`config.mk`:
```
export PLATFORM = sky130hd
export DESIGN_NAME = gain_scaled_audio_mixer
export DESIGN_NICKNAME = d
export VERILOG_FILES = /design/src/rtl/core/gsam_pkg.sv /design/src/rtl/core/gsam_gain_regs.sv /design/src/rtl/core/gsam_scale_stage.sv /design/src/rtl/core/gsam_mix_stage.sv /design/src/rtl/core/gain_scaled_audio_mixer.sv
export SDC_FILE = /design/constraint.sdc
export NUM_CORES = 2
export LEC_CHECK = 0
export BUFFER_PORTS_ARGS = -buffer_cell sky130_fd_sc_hd__buf_2
export CORE_UTILIZATION = 51
export CTS_CLUSTER_DIAMETER = 60
export DETAILED_ROUTE_END_ITERATION = 10
export GPL_TIMING_DRIVEN = 1
export PLACE_DENSITY = 0.67
export SLEW_MARGIN = 20
export SYNTH_ARGS = -nofsm -noshare
export SYNTH_HDL_FRONTEND = slang
export SYNTH_HIERARCHICAL = 1
export SYNTH_SLANG_ARGS = --single-unit
```
`constraint.sdc`:
```
create_clock -name clk_i -period 33.5 [get_ports clk_i]
set_clock_uncertainty 0.15 [all_clocks]
set_input_delay 5.025 -clock clk_i [delete_from_list [all_inputs] [get_ports clk_i]]
set_output_delay 5.025 -clock clk_i [all_outputs]
set_load 0.01 [all_outputs]
```
`src/rtl/core/gsam_pkg.sv`:
```
// shared types, constants and helpers for the gain scaled audio mixer
`default_nettype none

package gsam_pkg;

  localparam int NumSlots = 4;
  localparam int CHANNELS = 4;

  localparam int PcmW    = 16;
  localparam int GainW   = 15;
  localparam int ProdW   = 32;
  localparam int QuotW   = 17;
  localparam int ChIdxW  = (CHANNELS > 1) ? $clog2(CHANNELS) : 1;
  localparam int CntW    = ChIdxW + 1;
  localparam int SumW    = QuotW + ChIdxW;
  localparam int CfgIdxW = 3;

  localparam int GainUnity = 32'h7fff;
  localparam int SumLimit  = 32'h7fff;

  localparam logic [GainW-1:0] GainReset = GainW'(GainUnity);
  localparam logic signed [SumW-1:0] SumHi = SumW'(SumLimit);
  localparam logic signed [SumW-1:0] SumLo = -SumW'(SumLimit);

  // register index of the first gain register, one register per channel
  localparam logic [CfgIdxW-1:0] CfgGainBase = CfgIdxW'(0);
  localparam logic [CfgIdxW-1:0] CfgGainEnd  = CfgIdxW'(CHANNELS);

  typedef logic [CHANNELS-1:0][GainW-1:0] gsam_gains_t;

  typedef struct packed {
    logic [CHANNELS-1:0][ProdW-1:0] prod;
    logic                           multi;
  } gsam_scaled_t;

  // floor(x / 32767) for x below 2^30, via x = q0 * 32767 + (q0 + low bits)
  function automatic logic [QuotW-2:0] div_unity(input logic [29:0] x);
    logic [14:0]      q0;
    logic [16:0]      r0;
    logic [QuotW-2:0] q;
    q0 = x[29:15];
    r0 = {2'b00, x[14:0]} + {2'b00, q0};
    q  = {1'b0, q0};
    if (r0 >= 17'(2 * GainUnity)) begin
      q = q + 16'd2;
    end else if (r0 >= 17'(GainUnity)) begin
      q = q + 16'd1;
    end
    return q;
  endfunction

endpackage

`default_nettype wire

```
`src/rtl/core/gsam_gain_regs.sv`:
```
// per-channel gain registers written through the configuration port
`default_nettype none

module gsam_gain_regs import gsam_pkg::*; (
  input  wire logic               clk_i,
  input  wire logic               rst_ni,
  input  wire logic               cfg_valid_i,
  output logic                    cfg_ready_o,
  input  wire logic [CfgIdxW-1:0] cfg_index_i,
  input  wire logic [GainW-1:0]   cfg_data_i,
  output gsam_gains_t             gains_o
);

  gsam_gains_t        gain_q, gain_d;
  logic [CfgIdxW-1:0] slot;

  assign cfg_ready_o = 1'b1;
  assign slot        = cfg_index_i - CfgGainBase;

  always_comb begin
    gain_d = gain_q;
    if (cfg_valid_i && cfg_index_i >= CfgGainBase && cfg_index_i < CfgGainEnd) begin
      gain_d[slot[ChIdxW-1:0]] = cfg_data_i;
    end
  end

  always_ff @(posedge clk_i or negedge rst_ni) begin
    if (!rst_ni) begin
      gain_q <= {CHANNELS{GainReset}};
    end else begin
      gain_q <= gain_d;
    end
  end

  assign gains_o = gain_q;

endmodule

`default_nettype wire

```
`src/rtl/core/gsam_scale_stage.sv`:
```
// input register: per-channel sample times gain and active channel count
`default_nettype none

module gsam_scale_stage import gsam_pkg::*; (
  input  wire logic                     clk_i,
  input  wire logic                     rst_ni,
  input  wire logic                     in_valid_i,
  output logic                          in_ready_o,
  input  wire logic [NumSlots*PcmW-1:0] pcm_i,
  input  wire logic [NumSlots-1:0]      has_i,
  input  wire logic [NumSlots-1:0]      live_i,
  input  wire gsam_gains_t              gains_i,
  output logic                          out_valid_o,
  input  wire logic                     out_ready_i,
  output gsam_scaled_t                  out_data_o
);

  logic         valid_q, valid_d;
  gsam_scaled_t data_q, data_d;
  logic [CntW-1:0] live_cnt;
  logic         load;

  assign in_ready_o = !valid_q || out_ready_i;
  assign load       = in_valid_i && in_ready_o;

  for (genvar ch = 0; ch < CHANNELS; ch++) begin : g_ch
    logic signed [ProdW-1:0] prod;
    assign prod = ProdW'($signed(pcm_i[ch*PcmW +: PcmW])) *
                  ProdW'($signed({1'b0, gains_i[ch]}));
    assign data_d.prod[ch] = (live_i[ch] && has_i[ch]) ? prod : '0;
  end

  always_comb begin
    live_cnt = '0;
    for (int ch = 0; ch < CHANNELS; ch++) begin
      live_cnt = live_cnt + CntW'(live_i[ch]);
    end
  end

  assign data_d.multi = (live_cnt >= CntW'(2));

  always_comb begin
    valid_d = valid_q;
    if (load) begin
      valid_d = 1'b1;
    end else if (out_ready_i) begin
      valid_d = 1'b0;
    end
  end

  always_ff @(posedge clk_i or negedge rst_ni) begin
    if (!rst_ni) begin
      valid_q <= 1'b0;
    end else begin
      valid_q <= valid_d;
    end
  end

  always_ff @(posedge clk_i) begin
    if (load) begin
      data_q <= data_d;
    end
  end

  assign out_valid_o = valid_q;
  assign out_data_o  = data_q;

endmodule

`default_nettype wire

```
`src/rtl/core/gsam_mix_stage.sv`:
```
// result register: divide by unity gain, sum and clamp
`default_nettype none

module gsam_mix_stage import gsam_pkg::*; (
  input  wire logic            clk_i,
  input  wire logic            rst_ni,
  input  wire logic            in_valid_i,
  output logic                 in_ready_o,
  input  wire gsam_scaled_t    in_data_i,
  output logic                 out_valid_o,
  input  wire logic            out_ready_i,
  output logic [PcmW-1:0]      out_data_o
);

  logic                   valid_q, valid_d;
  logic [PcmW-1:0]        mixed_q, mixed_d;
  logic signed [SumW-1:0] sum;
  logic signed [SumW-1:0] contrib [CHANNELS];
  logic                   load;

  assign in_ready_o = !valid_q || out_ready_i;
  assign load       = in_valid_i && in_ready_o;

  for (genvar ch = 0; ch < CHANNELS; ch++) begin : g_ch
    logic signed [ProdW-1:0] prod;
    logic [ProdW-1:0]        mag;
    logic signed [QuotW-1:0] quot;
    assign prod = $signed(in_data_i.prod[ch]);
    assign mag  = prod[ProdW-1] ? ProdW'(-prod) : ProdW'(prod);
    // truncate toward zero: divide the magnitude, then restore the sign
    assign quot = $signed({1'b0, div_unity(mag[29:0])});
    assign contrib[ch] = prod[ProdW-1] ? SumW'(-quot) : SumW'(quot);
  end

  always_comb begin
    sum = '0;
    for (int ch = 0; ch < CHANNELS; ch++) begin
      sum = sum + contrib[ch];
    end
  end

  always_comb begin
    mixed_d = sum[PcmW-1:0];
    if (in_data_i.multi) begin
      if (sum > SumHi) begin
        mixed_d = SumHi[PcmW-1:0];
      end else if (sum < SumLo) begin
        mixed_d = SumLo[PcmW-1:0];
      end
    end
  end

  always_comb begin
    valid_d = valid_q;
    if (load) begin
      valid_d = 1'b1;
    end else if (out_ready_i) begin
      valid_d = 1'b0;
    end
  end

  always_ff @(posedge clk_i or negedge rst_ni) begin
    if (!rst_ni) begin
      valid_q <= 1'b0;
    end else begin
      valid_q <= valid_d;
    end
  end

  always_ff @(posedge clk_i) begin
    if (load) begin
      mixed_q <= mixed_d;
    end
  end

  assign out_valid_o = valid_q;
  assign out_data_o  = mixed_q;

  a_multi_clamped: assert property (@(posedge clk_i) disable iff (!rst_ni)
    (load && in_data_i.multi) |=> (mixed_q != 16'h8000))
    else $error("clamped mix reached -32768");

  a_silent_zero: assert property (@(posedge clk_i) disable iff (!rst_ni)
    (load && in_data_i.prod == '0) |=> (mixed_q == '0))
    else $error("silent item gave nonzero mix");

  a_load_sets_valid: assert property (@(posedge clk_i) disable iff (!rst_ni)
    load |=> valid_q)
    else $error("accepted request did not produce a result");

  a_hold_stalled: assert property (@(posedge clk_i) disable iff (!rst_ni)
    (valid_q && !out_ready_i) |=> (valid_q && $stable(mixed_q)))
    else $error("stalled result changed");

endmodule

`default_nettype wire

```
`src/rtl/core/gain_scaled_audio_mixer.sv`:
```
// top level of the four channel pcm mixer with per-channel gain
`default_nettype none

// Mixes one 16-bit sample per channel into one output sample. A live channel
// adds sample*gain/32767 (truncated toward zero) when its has flag is set,
// else zero; with two or more live channels the sum is clamped to +/-32767,
// a single live channel passes unclamped, and no live channel gives zero.
// One request is taken every cycle unless the output stalls; each accepted
// request passes through the product register, then the result register.
// Gains are sampled when a request is accepted and reset to
// 32767 (unity); writes to unknown register indexes are ignored.
module gain_scaled_audio_mixer import gsam_pkg::*; (
  input  wire logic                     clk_i,
  input  wire logic                     rst_ni,
  input  wire logic                     s_tvalid_i,
  output logic                          s_tready_o,
  // pcm_ch0, pcm_ch1, pcm_ch2, pcm_ch3
  input  wire logic [NumSlots*PcmW-1:0] s_tdata_i,
  // has_ch0, has_ch1, has_ch2, has_ch3, live_ch0, live_ch1, live_ch2, live_ch3
  input  wire logic [2*NumSlots-1:0]    s_tuser_i,
  output logic                          m_tvalid_o,
  input  wire logic                     m_tready_i,
  // mixed_pcm
  output logic [PcmW-1:0]               m_tdata_o,
  input  wire logic                     cfg_valid_i,
  output logic                          cfg_ready_o,
  input  wire logic [CfgIdxW-1:0]       cfg_index_i,
  input  wire logic [GainW-1:0]         cfg_data_i
);

  gsam_gains_t  gains;
  gsam_scaled_t scaled;
  logic         scaled_valid;
  logic         scaled_ready;

  gsam_gain_regs u_gain_regs (
    .clk_i       (clk_i),
    .rst_ni      (rst_ni),
    .cfg_valid_i (cfg_valid_i),
    .cfg_ready_o (cfg_ready_o),
    .cfg_index_i (cfg_index_i),
    .cfg_data_i  (cfg_data_i),
    .gains_o     (gains)
  );

  gsam_scale_stage u_scale (
    .clk_i       (clk_i),
    .rst_ni      (rst_ni),
    .in_valid_i  (s_tvalid_i),
    .in_ready_o  (s_tready_o),
    .pcm_i       (s_tdata_i),
    .has_i       (s_tuser_i[NumSlots-1:0]),
    .live_i      (s_tuser_i[2*NumSlots-1:NumSlots]),
    .gains_i     (gains),
    .out_valid_o (scaled_valid),
    .out_ready_i (scaled_ready),
    .out_data_o  (scaled)
  );

  gsam_mix_stage u_mix (
    .clk_i       (clk_i),
    .rst_ni      (rst_ni),
    .in_valid_i  (scaled_valid),
    .in_ready_o  (scaled_ready),
    .in_data_i   (scaled),
    .out_valid_o (m_tvalid_o),
    .out_ready_i (m_tready_i),
    .out_data_o  (m_tdata_o)
  );

endmodule

`default_nettype wire
```
# == Word-level counts from Yosys, hierarchy flattened ==
# Index checks and enable logic that the tools add are counted.
# op_classes
n_addsub,26
mul,4
magnitude_cmp,15
n_mux,26
n_reduce_logical,15
# ops
cell,count
2-to-1 mux 16 bit,11
multiplier 16 x 16 -> 32 bit,4
2-to-1 mux 30 bit,4
negator 30 bit,4
2-to-1 mux 19 bit,4
negator 16 -> 19 bit,4
greater-or-equal comparator 17 x 15 -> 1 bit (second input constant),4
greater-or-equal comparator 17 x 16 -> 1 bit (second input constant),4
adder 15 x 1 -> 16 bit (second input constant),4
adder 15 x 15 -> 16 bit,4
adder 15 x 2 -> 16 bit (second input constant),4
bitwise mux 60 bit,1
adder 19 bit,3
demux 15 bit (select 2 bit),1
greater-than comparator 19 x 16 -> 1 bit (second input constant),1
< comparator 19 x 16 -> 1 bit (second input constant),1
2-to-1 mux 15 bit,1
logical AND 1 bit,9
adder 3 x 1 -> 3 bit,2
2-to-1 mux 1 bit,4
nonzero test 2 bit,2
greater-or-equal comparator 3 x 1 -> 1 bit (second input constant),1
greater-or-equal comparator 3 x 2 -> 1 bit (second input constant),1
< comparator 2 x 3 -> 1 bit (second input constant),1
other kinds (5),7
# word_totals
register_bits,207
in_bits,95
out_inout_bits,19
elab_cells,98

# == Longest topological paths before layout ==
# logic_depth
depth_word,15
depth_mapped,52
depth_no_buf,49

# == By module ==
# Netlist, hierarchy kept.
# by_module_without_submodules
module,n_inst,cells_each,area_per_inst_um2,seq_area_each_um2
gsam_scale_stage,1,4447,41986.5,3898.7
gsam_mix_stage,1,1822,13332.8,505.5
gsam_gain_regs,1,132,2417.3,1576.5

# == Worst setup path before layout ==
# Ideal clock, no wire load.
# synth_timing
kind,input port to flip-flop
startpoint,input port s_tdata_i[47]
endpoint,"register u_scale.data_q (netlist bit u_scale/out_data_o[95]), data pin"
setup_time_ns,0.263
arrival_time_ns,10.590
t_required_ns,33.087
path_slack_ns,22.497
path_stages,20
n_path_buf,1
path_cell_list,clkbuf_1 -> nand2_1 -> fa_1 -> inv_1 -> fa_1 -> fa_1 -> fa_1 -> fa_1 -> inv_1 -> fa_1 -> inv_1 -> ha_1 -> o21ai_2 -> nor2_1 -> a211o_1 -> a31o_1 -> a41o_1 -> o41a_1 -> a221oi_2 -> mux2i_1
# synth_between
elab_chain_len,1
# synth_lines
item,line_no,text
start: declaration,gain_scaled_audio_mixer.sv:18,"input wire logic [NumSlots*PcmW-1:0] s_tdata_i,"
multiplier 16 x 16 -> 32 bit,gsam_scale_stage.sv:28,assign prod = ProdW'($signed(pcm_i[ch*PcmW +: PcmW])) *
end signal: assignment,gsam_scale_stage.sv:61,data_q <= data_d;
end: declaration,gsam_scale_stage.sv:19,"gsam_scaled_t data_q, data_d;"
# Every way passes these cells.
# A chain may end at the register's enable or synchronous reset.

# == Worst setup path in the final report ==
# layout_timing
startpoint,register u_scale.data_q (netlist bit u_scale/out_data_o[35])
endpoint,"register u_mix.mixed_q[3] (netlist: u_mix/out_data_o[3]), data pin"
# layout_between
elab_chain_len,15
elab_cells_between_ends,19
cone_classes,add/sub (8); order compare (4); mux (7)
# layout_lines
item,line_no,text
negator 30 bit,gsam_mix_stage.sv:29,assign mag = prod[ProdW-1] ? ProdW'(-prod) : ProdW'(prod);
2-to-1 mux 30 bit (*),gsam_mix_stage.sv:29,
adder 15 x 15 -> 16 bit,gsam_pkg.sv:42,"r0 = {2'b00, x[14:0]} + {2'b00, q0};"
greater-or-equal comparator 17 x 15 -> 1 bit,gsam_pkg.sv:46,end else if (r0 >= 17'(GainUnity)) begin
2-to-1 mux 16 bit,gsam_pkg.sv:46,
2-to-1 mux 16 bit (*),gsam_pkg.sv:44,if (r0 >= 17'(2 * GainUnity)) begin
negator 16 -> 19 bit,gsam_mix_stage.sv:32,assign contrib[ch] = prod[ProdW-1] ? SumW'(-quot) : SumW'(quot);
2-to-1 mux 19 bit (*),gsam_mix_stage.sv:32,
adder 19 bit (*) (3 in series),gsam_mix_stage.sv:38,sum = sum + contrib[ch];
< comparator 19 x 16 -> 1 bit,gsam_mix_stage.sv:47,end else if (sum < SumLo) begin
2-to-1 mux 16 bit,gsam_mix_stage.sv:47,
2-to-1 mux 16 bit,gsam_mix_stage.sv:45,if (sum > SumHi) begin
2-to-1 mux 16 bit (*),gsam_mix_stage.sv:44,if (in_data_i.multi) begin
via u_mix.mixed_d[3],gsam_mix_stage.sv:16,"logic [PcmW-1:0] mixed_q, mixed_d;"
end signal: assignment,gsam_mix_stage.sv:72,mixed_q <= mixed_d;
end: declaration,gsam_mix_stage.sv:16,
# Mark *: on every way through the listed nets, which the timed path passes. The rest lies on a longest branch.

==> flow_summary.toml <==
[drt]
wl_per_cell_microns = 19.2
drc = 0
drt-initial-drc-count = 3182
num_vias = 43500
vias_per_cell = 5.55
ant_nets = 0
dr.pass1.iters = 6
drt-total-wl_mm = 150

[critical_path]
cp.arrival_ns = 12.20
cpPeakStageDelay_ns = 0.63
end_kind = "register"
r2r_slack_ns = 21.48
startpoint_type = "register"
reg2reg_to = "u_mix/out_data_o[3]"
crit_buf_inv = 3
ff2ff_path_depth = 43
r2r_start = "u_scale/out_data_o[35]"
crit_slowest_cell = "or4_1"
critPathKind = "register to register"
cp_common_cell = "a21oi_1"
worst_ep_required_time_ns = 33.68
cp_top_family = "compound AO/OA/AOI/OAI gates"
crit_fanout = 14

[floorplanning]
die_h_microns = 338
coreArea_sq_um = 111000
dieArea_sq_um = 114000
io_pins = 114
die_x_microns = 338
rows = 122
start_util = 0.517

[hold_path]
whs_path_depth = 1
hp-start = "u_scale/out_valid_o"
min_to = "u_mix/out_valid_o"
hp-class = "register to register"

[global_route]
grt_pass1_wl_mm = 242
grt_use_total = 0.269
antenna_found_initial = 13
grt_max_degree = 69
grt_overflow_total = 0
grt_pass1_vias = 44800

[sta]
fin_crit_ns = 12.02
worst_pin_slew_ns = 1.07
rsz0062_at_grt = "false"
hold_viol = 0
fmax_mhz = 83.2
slew_viol_final = 0
setup_violations = 0
whs_ns = 0.346
relSlewSlack = 0.286
fin_crit_sh = 0.359
fin_tns_setup_ns = 0

[yosys]
syn_area_per_cell_sq_um = 9.02
netlist_instances = 6373
syn_area_sq_um = 57500
ys_warn_count = 6
synth_fp_nets = 7913

[place]
port_buffers = 112
hpwl_mm = 124
routabilityCongestion = 1.00
dp_cells = 7781

[flow_run]
max-cap-violations = 0

[cells_and_area]
final_net_count = 7867
final_cells = 7847
drive_above_1_share = 0.0631
syn2layout_area_growth_pct = 4.73
final_util = 0.542

[clocking]
postCtsSetupBuffers = 0
cts_buffers = 31
clk_pin_slew_ns = 0.06
h-tree-depth = 1
ctsResizeCount = 0
clock_tree.root_cell = "clkbuf_16"
cts_tree = "done"
postCtsHoldBufs = 0
clock-sinks = 203
cts_max_path_buffers = 3
clk_latency_ns = 0.61

[outcome]
outcome = "finished clean"
## worst reg2reg max path: cells and delay by family (launching register included)
kind	cells	cell delay, ns
AOI/OAI and AO/OA	21	4.40
xor gates and xnor gates	2	0.59
adders and majority gates	6	2.50
buffers and inverters	3	0.25
DFF	1	0.53
muxes	2	0.50
and+or+nand+nor	9	2.82
## placed cells by master, fill, tap and decap left out, types with 13 or more instances in the layout
| cell | count |
|---|---|
| inv_1 | 1312 |
| fa_1 | 1025 |
| nand2_1 | 683 |
| and2_1 | 509 |
| ha_1 | 420 |
| nor2_1 | 252 |
| xnor2_1 | 248 |
| a21oi_1 | 157 |
| edfxtp_1 | 141 |
| o21ai_0 | 137 |
| xor2_1 | 116 |
| buf_2 | 111 |
| a21o_1 | 85 |
| nor3_1 | 75 |
| nand3_1 | 65 |
| dfstp_2 | 60 |
| mux2_2 | 51 |
| nand2b_1 | 46 |
| and3_1 | 46 |
| o31ai_1 | 43 |
| or3_1 | 40 |
| a211oi_1 | 38 |
| o21a_1 | 33 |
| a31oi_1 | 32 |
| clkbuf_16 | 31 |
| nor2b_1 | 31 |
| o21ai_1 | 31 |
| nor4_1 | 29 |
| o211ai_1 | 29 |
| mux2i_1 | 26 |
| o21bai_1 | 25 |
| or2_2 | 23 |
| nand4_1 | 22 |
| o41ai_1 | 20 |
| a211o_1 | 16 |
| o21ai_2 | 13 |
## metal layers
layer  GRT usage  up-vias  wire length [microns]
met5           0        -                     67
li1            -    20100                      -
met4      0.0614       12                   3500
met3      0.0373      188                   9450
met2       0.431     1316                  68300
met1       0.385    21900                  69000
## final cells by class
type	count	area, sq um
timing repair buffer	122	638
clock inverter	22	244
antenna	7	17.5
inverter	1315	4940
clock buffer	36	795
tap	1488	1860
fill	10300	50900
sequential	203	5860
multi-input combinational	4654	45800
## worst max path at each step
stage	startpoint	to	slack, ns	cells past startpoint
after floorplan	s_tdata_i[15]	u_scale/out_data_o[32]	22.54	20
after global placement	u_scale/out_data_o[35]	u_mix/out_data_o[0]	21.80	43
after detailed placement	u_scale/out_data_o[35]	u_mix/out_data_o[0]	21.56	43
after CTS	u_scale/out_data_o[35]	u_mix/out_data_o[0]	21.53	43
after global routing	u_scale/out_data_o[35]	u_mix/out_data_o[3]	20.57	42
final	u_scale/out_data_o[35]	u_mix/out_data_o[3]	21.48	43
## state kept, by name (all words and copies together) (netlist names)
signal               flops
u_gain_regs/gains_o     60
u_scale/out_valid_o      1
u_scale/out_data_o     125
u_mix/out_valid_o        1
u_mix/out_data_o        16
## through the flow
stage	cell area (sq um)	worst slack [ns]
after detailed placement	59100	21.56
after CTS	60200	21.53
after global routing	60200	20.57
after floorplan	57500	22.54
after global placement	59100	21.80
final	60200	21.48
Power is not shown: default switching activity piles up to over one toggle a cycle in this logic, so the estimate is an artifact.
